[src/hdl/tqps_pkg.sv]
`default_nettype none

package tqps_pkg;

   // field widths fixed by the interface
   localparam int CMD_W   = 2;
   localparam int IDENT_W = 16;
   localparam int TIME_W  = 32;
   localparam int FILL_W  = 5;
   localparam int CNT_W   = 32;
   localparam int SUM_W   = 64;
   localparam int OUTC_W  = 3;
   localparam int ENTRY_W = IDENT_W + TIME_W;

   // largest value the limit register can hold
   localparam int LIMIT_MAX = (1 << FILL_W) - 1;
   localparam logic [FILL_W-1:0] LIMIT_RESET = FILL_W'(16);

   // command decoding: upper bit marks a service tick, lower bit picks the queue
   localparam int CMD_TICK_BIT = 1;
   localparam int CMD_LOW_BIT  = 0;

   // result outcome codes
   typedef enum logic [OUTC_W-1:0] {
      OUTC_ACCEPTED    = 3'd0,
      OUTC_REFUSED     = 3'd1,
      OUTC_HIGH_SERVED = 3'd2,
      OUTC_LOW_SERVED  = 3'd3,
      OUTC_IDLE        = 3'd4
   } outcome_type;

   // sequencer states
   typedef enum logic [1:0] {
      ST_IDLE  = 2'b01,
      ST_SERVE = 2'b10
   } state_type;

   // control from the sequencer to one queue
   typedef struct packed {
      logic push;
      logic pop;
   } q_ctl_type;

endpackage

`default_nettype wire

[src/hdl/tqps_queue.sv]
`default_nettype none

module tqps_queue #(
   parameter int DEPTH = 16
) (
   input  wire                              clock,
   input  wire                              reset,
   input  wire  tqps_pkg::q_ctl_type        ctl,
   input  wire  [tqps_pkg::ENTRY_W-1:0]     wr_data,
   output logic [tqps_pkg::ENTRY_W-1:0]     rd_data,
   output logic [tqps_pkg::FILL_W-1:0]      fill
);

   localparam int PTR_W = (DEPTH > 1) ? $clog2(DEPTH) : 1;
   localparam logic [PTR_W-1:0] LAST = PTR_W'(DEPTH - 1);

   logic [tqps_pkg::ENTRY_W-1:0] store_ff [DEPTH];
   logic [tqps_pkg::ENTRY_W-1:0] rd_data_ff;
   logic [PTR_W-1:0]             head_ff, head_in;
   logic [PTR_W-1:0]             tail_ff, tail_in;
   logic [tqps_pkg::FILL_W-1:0]  fill_ff, fill_in;

   // entry store: one write or one registered read per cycle
   always_ff @(posedge clock) begin
      if (ctl.push) begin
         store_ff[tail_ff] <= wr_data;
      end
      if (ctl.pop) begin
         rd_data_ff <= store_ff[head_ff];
      end
   end

   // pointer and fill update
   always_comb begin
      head_in = head_ff;
      tail_in = tail_ff;
      fill_in = fill_ff;
      if (ctl.push) begin
         tail_in = (tail_ff == LAST) ? '0 : tail_ff + PTR_W'(1);
         fill_in = fill_ff + tqps_pkg::FILL_W'(1);
      end else if (ctl.pop) begin
         head_in = (head_ff == LAST) ? '0 : head_ff + PTR_W'(1);
         fill_in = fill_ff - tqps_pkg::FILL_W'(1);
      end
   end

   always_ff @(posedge clock) begin
      if (reset) begin
         head_ff <= '0;
         tail_ff <= '0;
         fill_ff <= '0;
      end else begin
         head_ff <= head_in;
         tail_ff <= tail_in;
         fill_ff <= fill_in;
      end
   end

   assign rd_data = rd_data_ff;
   assign fill    = fill_ff;

endmodule

`default_nettype wire

[src/hdl/two_queue_priority_server.sv]
`default_nettype none

// Strict-priority server over two FIFO queues held in synchronous RAM. A request
// (command 0 high, 1 low) joins its queue unless the queue already holds at
// least min(entry limit, QUEUE_DEPTH) entries; a tick (command 2 or 3) serves
// the head of the high queue, else the low queue, else counts an idle tick. Every
// transaction gives exactly one result carrying the outcome, the served ident
// and wait, both queue fills and the saturating statistics. One transaction is
// in flight at a time: requests and idle ticks put their result in the output
// register on the acceptance edge and the next transaction can be taken in the
// following cycle unless rsp_stall holds that result; a tick that serves an
// entry finishes in ST_SERVE after the registered queue read. A result held by
// rsp_stall blocks new transactions. The entry limit is written through the csr_
// port, which is ready whenever reset is low, and must only be written while the
// block is idle. Both input channels are held off while reset is high.
module two_queue_priority_server #(
   parameter int QUEUE_DEPTH = 16
) (
   input  wire                               clock,
   input  wire                               reset,
   // configuration
   input  wire                               csr_valid,
   output logic                              csr_ready,
   input  wire  [tqps_pkg::FILL_W-1:0]       csr_data,
   // request channel
   input  wire                               req_valid,
   output logic                              req_stall,
   input  wire  [tqps_pkg::CMD_W-1:0]        req_command,
   input  wire  [tqps_pkg::IDENT_W-1:0]      req_ident,
   input  wire  [tqps_pkg::TIME_W-1:0]       req_now,
   // result channel
   output logic                              rsp_valid,
   input  wire                               rsp_stall,
   output logic [tqps_pkg::OUTC_W-1:0]       rsp_outcome,
   output logic [tqps_pkg::IDENT_W-1:0]      rsp_served_ident,
   output logic [tqps_pkg::TIME_W-1:0]       rsp_served_wait,
   output logic [tqps_pkg::FILL_W-1:0]       rsp_high_count,
   output logic [tqps_pkg::FILL_W-1:0]       rsp_low_count,
   output logic [tqps_pkg::CNT_W-1:0]        rsp_high_refused_total,
   output logic [tqps_pkg::CNT_W-1:0]        rsp_low_refused_total,
   output logic [tqps_pkg::CNT_W-1:0]        rsp_high_served_total,
   output logic [tqps_pkg::CNT_W-1:0]        rsp_low_served_total,
   output logic [tqps_pkg::CNT_W-1:0]        rsp_idle_total,
   output logic [tqps_pkg::SUM_W-1:0]        rsp_high_wait_total,
   output logic [tqps_pkg::SUM_W-1:0]        rsp_low_wait_total
);

   localparam int LIM_CAP = (QUEUE_DEPTH < tqps_pkg::LIMIT_MAX) ?
                            QUEUE_DEPTH : tqps_pkg::LIMIT_MAX;
   localparam logic [tqps_pkg::FILL_W-1:0] CAP = tqps_pkg::FILL_W'(LIM_CAP);

   tqps_pkg::state_type            state_ff, state_in;
   logic [tqps_pkg::FILL_W-1:0]    limit_ff;
   logic                           pick_low_ff, pick_low_in;
   logic [tqps_pkg::TIME_W-1:0]    tick_now_ff, tick_now_in;

   tqps_pkg::q_ctl_type            high_ctl, low_ctl;
   logic [tqps_pkg::ENTRY_W-1:0]   high_rd, low_rd, wr_entry;
   logic [tqps_pkg::FILL_W-1:0]    high_fill, low_fill, eff_limit;

   logic [tqps_pkg::CNT_W-1:0]     href_ff, href_in, lref_ff, lref_in;
   logic [tqps_pkg::CNT_W-1:0]     hsrv_ff, hsrv_in, lsrv_ff, lsrv_in;
   logic [tqps_pkg::CNT_W-1:0]     idle_ff, idle_in;
   logic [tqps_pkg::SUM_W-1:0]     hsum_ff, hsum_in, lsum_ff, lsum_in;

   logic                           rsp_valid_ff, rsp_valid_in;
   tqps_pkg::outcome_type          outcome_ff, outcome_in;
   logic [tqps_pkg::IDENT_W-1:0]   s_ident_ff, s_ident_in;
   logic [tqps_pkg::TIME_W-1:0]    s_wait_ff, s_wait_in;
   logic [tqps_pkg::FILL_W-1:0]    hcnt_ff, hcnt_in, lcnt_ff, lcnt_in;

   logic                           out_free, accept, is_tick, is_low;
   logic [tqps_pkg::ENTRY_W-1:0]   head_entry;
   logic [tqps_pkg::TIME_W-1:0]    wait_val;
   logic [tqps_pkg::SUM_W:0]       sum_wide;
   logic [tqps_pkg::SUM_W-1:0]     sum_base, sum_sat;

   function automatic logic [tqps_pkg::CNT_W-1:0] sat_inc(
      input logic [tqps_pkg::CNT_W-1:0] c
   );
      return (&c) ? c : c + tqps_pkg::CNT_W'(1);
   endfunction

   // queues
   tqps_queue #(.DEPTH(QUEUE_DEPTH)) u_high (
      .clock   (clock),
      .reset   (reset),
      .ctl     (high_ctl),
      .wr_data (wr_entry),
      .rd_data (high_rd),
      .fill    (high_fill)
   );

   tqps_queue #(.DEPTH(QUEUE_DEPTH)) u_low (
      .clock   (clock),
      .reset   (reset),
      .ctl     (low_ctl),
      .wr_data (wr_entry),
      .rd_data (low_rd),
      .fill    (low_fill)
   );

   // handshake
   assign csr_ready = !reset;
   assign out_free  = !rsp_valid_ff || !rsp_stall;
   assign req_stall = reset || !((state_ff == tqps_pkg::ST_IDLE) && out_free);
   assign accept    = req_valid && !req_stall;
   assign is_tick   = req_command[tqps_pkg::CMD_TICK_BIT];
   assign is_low    = req_command[tqps_pkg::CMD_LOW_BIT];
   assign wr_entry  = {req_ident, req_now};

   // effective limit is capped at the queue depth
   assign eff_limit = (limit_ff > CAP) ? CAP : limit_ff;

   // served entry and its wait, saturating wait sum
   assign head_entry = pick_low_ff ? low_rd : high_rd;
   assign wait_val   = tick_now_ff - head_entry[tqps_pkg::TIME_W-1:0];
   assign sum_base   = pick_low_ff ? lsum_ff : hsum_ff;
   assign sum_wide   = {1'b0, sum_base} + {{(tqps_pkg::SUM_W + 1 - tqps_pkg::TIME_W){1'b0}},
                                           wait_val};
   assign sum_sat    = sum_wide[tqps_pkg::SUM_W] ? '1 : sum_wide[tqps_pkg::SUM_W-1:0];

   // sequencer
   always_comb begin
      state_in     = state_ff;
      pick_low_in  = pick_low_ff;
      tick_now_in  = tick_now_ff;
      high_ctl     = '0;
      low_ctl      = '0;
      href_in      = href_ff;
      lref_in      = lref_ff;
      hsrv_in      = hsrv_ff;
      lsrv_in      = lsrv_ff;
      idle_in      = idle_ff;
      hsum_in      = hsum_ff;
      lsum_in      = lsum_ff;
      rsp_valid_in = rsp_valid_ff && rsp_stall;
      outcome_in   = outcome_ff;
      s_ident_in   = s_ident_ff;
      s_wait_in    = s_wait_ff;
      hcnt_in      = hcnt_ff;
      lcnt_in      = lcnt_ff;
      case (state_ff)
         tqps_pkg::ST_IDLE: begin
            if (accept) begin
               s_ident_in = '0;
               s_wait_in  = '0;
               hcnt_in    = high_fill;
               lcnt_in    = low_fill;
               if (!is_tick) begin
                  // request transaction
                  rsp_valid_in = 1'b1;
                  if (!is_low) begin
                     if (high_fill < eff_limit) begin
                        high_ctl.push = 1'b1;
                        hcnt_in       = high_fill + tqps_pkg::FILL_W'(1);
                        outcome_in    = tqps_pkg::OUTC_ACCEPTED;
                     end else begin
                        href_in    = sat_inc(href_ff);
                        outcome_in = tqps_pkg::OUTC_REFUSED;
                     end
                  end else begin
                     if (low_fill < eff_limit) begin
                        low_ctl.push = 1'b1;
                        lcnt_in      = low_fill + tqps_pkg::FILL_W'(1);
                        outcome_in   = tqps_pkg::OUTC_ACCEPTED;
                     end else begin
                        lref_in    = sat_inc(lref_ff);
                        outcome_in = tqps_pkg::OUTC_REFUSED;
                     end
                  end
               end else if (high_fill != '0) begin
                  // serve high: read head, finish next cycle
                  high_ctl.pop = 1'b1;
                  pick_low_in  = 1'b0;
                  tick_now_in  = req_now;
                  state_in     = tqps_pkg::ST_SERVE;
               end else if (low_fill != '0) begin
                  low_ctl.pop  = 1'b1;
                  pick_low_in  = 1'b1;
                  tick_now_in  = req_now;
                  state_in     = tqps_pkg::ST_SERVE;
               end else begin
                  rsp_valid_in = 1'b1;
                  idle_in      = sat_inc(idle_ff);
                  outcome_in   = tqps_pkg::OUTC_IDLE;
               end
            end
         end
         tqps_pkg::ST_SERVE: begin
            // output register is free here: it was free when the tick was taken
            rsp_valid_in = 1'b1;
            s_ident_in   = head_entry[tqps_pkg::ENTRY_W-1:tqps_pkg::TIME_W];
            s_wait_in    = wait_val;
            hcnt_in      = high_fill;
            lcnt_in      = low_fill;
            state_in     = tqps_pkg::ST_IDLE;
            if (pick_low_ff) begin
               lsum_in    = sum_sat;
               lsrv_in    = sat_inc(lsrv_ff);
               outcome_in = tqps_pkg::OUTC_LOW_SERVED;
            end else begin
               hsum_in    = sum_sat;
               hsrv_in    = sat_inc(hsrv_ff);
               outcome_in = tqps_pkg::OUTC_HIGH_SERVED;
            end
         end
         default: begin
            state_in = tqps_pkg::ST_IDLE;
         end
      endcase
   end

   // control and statistics registers
   always_ff @(posedge clock) begin
      if (reset) begin
         state_ff     <= tqps_pkg::ST_IDLE;
         limit_ff     <= tqps_pkg::LIMIT_RESET;
         rsp_valid_ff <= 1'b0;
         href_ff      <= '0;
         lref_ff      <= '0;
         hsrv_ff      <= '0;
         lsrv_ff      <= '0;
         idle_ff      <= '0;
         hsum_ff      <= '0;
         lsum_ff      <= '0;
      end else begin
         state_ff     <= state_in;
         rsp_valid_ff <= rsp_valid_in;
         href_ff      <= href_in;
         lref_ff      <= lref_in;
         hsrv_ff      <= hsrv_in;
         lsrv_ff      <= lsrv_in;
         idle_ff      <= idle_in;
         hsum_ff      <= hsum_in;
         lsum_ff      <= lsum_in;
         if (csr_valid && csr_ready) begin
            limit_ff <= csr_data;
         end
      end
   end

   // payload registers
   always_ff @(posedge clock) begin
      pick_low_ff <= pick_low_in;
      tick_now_ff <= tick_now_in;
      outcome_ff  <= outcome_in;
      s_ident_ff  <= s_ident_in;
      s_wait_ff   <= s_wait_in;
      hcnt_ff     <= hcnt_in;
      lcnt_ff     <= lcnt_in;
   end

   // result transaction
   assign rsp_valid              = rsp_valid_ff;
   assign rsp_outcome            = outcome_ff;
   assign rsp_served_ident       = s_ident_ff;
   assign rsp_served_wait        = s_wait_ff;
   assign rsp_high_count         = hcnt_ff;
   assign rsp_low_count          = lcnt_ff;
   assign rsp_high_refused_total = href_ff;
   assign rsp_low_refused_total  = lref_ff;
   assign rsp_high_served_total  = hsrv_ff;
   assign rsp_low_served_total   = lsrv_ff;
   assign rsp_idle_total         = idle_ff;
   assign rsp_high_wait_total    = hsum_ff;
   assign rsp_low_wait_total     = lsum_ff;

endmodule

`default_nettype wire

[config.mk]
export PLATFORM = sky130hd
export DESIGN_NAME = two_queue_priority_server
export DESIGN_NICKNAME = d
export VERILOG_FILES = /design/src/hdl/tqps_pkg.sv /design/src/hdl/tqps_queue.sv /design/src/hdl/two_queue_priority_server.sv
export SDC_FILE = /design/constraint.sdc
export NUM_CORES = 2
export LEC_CHECK = 0
export BUFFER_PORTS_ARGS = -buffer_cell sky130_fd_sc_hd__buf_2
export CAP_MARGIN = 20
export CORE_AREA = 5 5 374 376
export DETAILED_ROUTE_END_ITERATION = 8
export DIE_AREA = 0 0 379 381
export PLACE_DENSITY = 0.79
export SKIP_CTS_REPAIR_TIMING = 1
export SLEW_MARGIN = 20
export SYNTH_ARGS = -nofsm -noshare
export SYNTH_HDL_FRONTEND = slang
export SYNTH_SLANG_ARGS = --single-unit
[constraint.sdc]
create_clock -name clock -period 8.8 [get_ports clock]
set_input_delay 1.76 -clock clock [delete_from_list [all_inputs] [get_ports clock]]
set_output_delay 1.76 -clock clock [all_outputs]
set_load 0.01 [all_outputs]
==> reports/results.txt <==
Cell internal power was estimated by the tool at 0.0154 W. The max-slew violation count is 0, and the number of standard cells in the layout, taps in and fillers out is 7106. Counting every sink on the clock net gives 2048.

Worst path buffer plus inverter count: 3. The finished cells cover 93200 um^2. In this run the count of I/O pins placed on the die edge is 412. For the number of unique standard cell types used by synthesis, the log shows 92.

The wire length per cell after detailed routing was 32.1 um. Before antenna repair, the detailed router went through 7 iterations. The tools report the cell area after technology mapping as 82300 um^2.

The tools report the via count of the first global-routing pass as 47800. At the end of routability-driven placement, the weighted congestion stood at 0.915. After the last flow step, the layout net total stands at 5293. The cell type of the slowest stage on the worst timing path was or4_4. For the worst setup path, the data required time is 9.50 ns. Entering global routing, the biggest net connects 109 pins.

For the combinational power share, the log shows 0.026. The routed layout has 48000 vias. The worst slew margin relative to its limit was 0.182. Synthesis handed over a netlist of 4677 instances.

Compared with the post-synthesis result, the final layout area differs by 13.2%. In this run, synthesis produced a sequential element count of 2048. The smallest clock period supported by the final layout is computed as 7.12 ns. Summed over all nets, the switching power comes to 0.00411 W.

The path class of the tightest hold or removal check is flop to flop. The clock input transition at the sequential cells of the worst setup and hold paths works out to 0.06 ns. The total track usage is 0.314. Setup repair after global routing left no endpoint under its margin. Row generation in the floorplan step produced 136 rows. Averaged over all synthesized cells, the footprint is 17.6 um^2.

The analysis attributes to cell leakage a power of 30.8 nW. The tools report the number of antenna violations at the first check in global routing as 19. The final setup violation count came out at 0.

For this run, the leading register cell type out of synthesis is edfxtp_1. Counting stages on the worst path, the most repeated cell is a311oi_1. Final total negative setup slack: 0 ns. The run gives 0 as the final hold violation count.

Number of warnings printed during yosys synthesis: 0. Wire length of the first global-routing pass: 329 mm. The die is 381 um tall.

The buffer cell driving the clock tree root is clkbuf_16. The maximum clock rate is 140 MHz. Pre-CTS setup slack: 1.82 ns. Max-cap violations in this run came to 0. The capturing element type of the critical path was a flop. The number of placed instances, taps included, is 6734. The H-tree was split into 4 levels. The floorplan step set the die width to 379 um. The wire length after detailed routing is 228 mm, and the routed via count divided by cell count is 6.75.

Once placement finished, the instance area stood at 86700 um^2. The peak per-stage delay on the critical path is 0.56 ns. Power spread over the standard cell area amounts to 209 nW/um^2. The part of the cycle the worst path needs is 0.810, and the actual transition at the worst max-transition pin is 1.23 ns.

The setup path with the least slack is of type flop to flop. Port buffering added 411 buffers. Detailed placement finished with a half-perimeter wire length of 129 mm. In this run, CTS created clock tree buffers numbering 196.

The die area was 144000 um^2; the clock latency reported for the late side of the worst-skew pair was 0.86 ns. The flow ran to the end, and the final reports show no timing, DRC or antenna violations. The worst-case vdd ir drop was 0.187 mV; the sequential area share after synthesis was 0.708. Setup slack closes at 1.68 ns. The total global routing overflow is 0, and the starting density of the core is 0.603.

The signal on the critical path passes through buf_12, mux2i_1, fa_1, a21o_1, a311oi_1, or4_4, a311oi_1, o21ai_0, a21oi_1, o21ai_0, a21oi_1, o21a_1, nor2_1, xnor2_1, ha_1, and3_1, nand4_1, or2_2, a2111oi_4, o21a_1, buf_4, nor2_2, buf_4, a311oi_1. The core region is 136000 um^2. The utilization after layout was 0.683.

The highest fanout seen on the critical path was 108. The switching part of the total came out at 0.210. The share of final-layout standard cells stronger than drive strength 1 came out at 0.258.

The number of nets in the synthesized netlist is 4831. The tools report the worst-case clock buffer depth as 3. The worst setup path is launched from a flop.

In this run, synthesis inferred 1726 flip-flops with an integrated enable. The count of nets left with antenna violations once routing finished came out at 0. TritonCTS built the clock tree. For this run, design rule violations remaining after detail routing come to 0. The async set-reset flop share out of synthesis is 0, and the DRC marker count from the first detailed-route iteration is 5975.

For the sequential group share of total power, the log shows 0.541. Grouping stages by cell kind, the critical path spends the most delay in compound AO/OA/AOI/OAI gates. At the worst endpoint, the arrival time is 7.82 ns.

For the final database, setup skew stands at 0.0687 ns. The run gives 0.432 as the part of the total power dissipated in the clock network.
==> logic make-up (layout without fill, tap and decap cells) <==
family / Yosys count / in the layout / synth area share
muxes: 590 / 590 / 0.145
AOI/OAI and AO/OA: 513 / 513 / 0.0412
other: 0 / 9 / 0
buffers and inverters: 283 / 909 / 0.0134
adders and majority gates: 95 / 95 / 0.0146
and+or+nand+nor: 932 / 932 / 0.0545
DFF: 2048 / 2048 / 0.708
xor gates and xnor gates: 216 / 216 / 0.0233
==> layout make-up <==
type,count,area [um^2]
Multi-Input combinational cell,2346,23200
Sequential cell,2048,58300
Inverter,51,193
Clock inverter,108,1160
Antenna cell,9,22.5
Clock buffer,254,5290
Fill cell,8479,43300
Timing Repair Buffer,496,2770
Tap cell,1794,2240
==> routing by layer <==
| metal | up-vias | part of all wire | global-route usage |
|---|---|---|---|
| met1 | 24400 | 0.35 | 0.412 |
| met2 | 3421 | 0.49 | 0.512 |
| met4 | 18 | 0.045 | 0.126 |
| li1 | 19600 | - | - |
| met3 | 593 | 0.11 | 0.0763 |
| met5 | - | 0.00054 | 0 |
==> worst register-to-register path: stages, from the launching register on <==
cell and delay, ns:
edfxtp_1 0.42, buf_12 0.52, mux2i_1 0.36, fa_1 0.26, a21o_1 0.18, a311oi_1 0.17
or4_4 0.56, a311oi_1 0.55, o21ai_0 0.16, a21oi_1 0.24, o21ai_0 0.14, a21oi_1 0.23
o21a_1 0.15, nor2_1 0.05, xnor2_1 0.15, ha_1 0.38, and3_1 0.21, nand4_1 0.14
or2_2 0.34, a2111oi_4 0.28, o21a_1 0.46, buf_4 0.39, nor2_2 0.07, buf_4 0.27
a311oi_1 0.32
==> power groups by stage <==
stage          Clock, W  Sequential (W)  Combinational [W]
4_1_cts         0.00854          0.0106           0.000514
3_5_place_dp          0          0.0108           0.000506
2_1_floorplan         0          0.0108           0.000279
3_3_place_gp          0          0.0108           0.000488
6_report        0.00844          0.0106           0.000515
5_1_grt         0.00901          0.0106           0.000555
==> worst paths after layout <==
check                           depth (start not counted)  slack (ns)                       to   startpoint
worst min-delay path                                    2        0.50              limit_ff[1]  limit_ff[1]
worst min register to register                          2        0.50              limit_ff[1]  limit_ff[1]
worst max-delay path                                   24        1.68  rsp_high_wait_total[45]  pick_low_ff
worst max register to register                         24        1.68  rsp_high_wait_total[45]  pick_low_ff
==> layout by cell type (no fill, tap or decap), types with 81 or more instances in the layout <==
cell type | synthesis | layout
a21oi_1 | 156 | 155
buf_2 | 12 | 410
clkbuf_16 | 0 | 200
dfxtp_1 | 322 | 314
edfxtp_1 | 1726 | 1726
ha_1 | 92 | 92
mux4_2 | 480 | 480
nand2_1 | 163 | 162
nand3_1 | 81 | 81
nor2_1 | 358 | 331
o21ai_0 | 85 | 85
xnor2_1 | 86 | 86
xor2_1 | 127 | 127
==> cell usage after synthesis, types with 16 or more instances <==
library cell,n,area [um^2]
edfxtp_1,1726,51800
mux4_2,480,10800
nor2_1,358,1340
dfxtp_1,322,6450
clkbuf_1,175,657
nand2_1,163,612
a21oi_1,156,781
xor2_1,127,1110
ha_1,92,1150
xnor2_1,86,753
o21ai_0,85,425
nand3_1,81,405
mux2i_1,73,731
nand4_1,57,357
a211oi_1,56,420
nor3_1,52,260
inv_1,51,191
a311oi_1,49,429
and3_1,46,288
and2_1,44,275
buf_1,39,146
mux2_2,37,417
a21o_1,34,255
a31oi_1,28,175
or3_1,25,156
o21a_1,23,173
nand2b_1,21,131
and4_1,20,175
nor2b_1,16,100
==> flip-flops by register name, summed over array words and instances, names as in the netlist, 48 cells and up <==
name                 count
rsp_high_wait_total     64
u_low.store_ff         768
u_high.rd_data          48
u_low.rd_data           48
rsp_low_wait_total      64
u_high.store_ff        768
==> stage by stage <==
stage | hold WS [ns] | power, W
5_1_grt | 0.523 | 0.0201
4_1_cts | 0.502 | 0.0196
2_1_floorplan | 0.461 | 0.0111
6_report | 0.500 | 0.0195
3_3_place_gp | 0.475 | 0.0113
3_5_place_dp | 0.493 | 0.0113
Note: power is estimated with default switching activity, not from simulation.
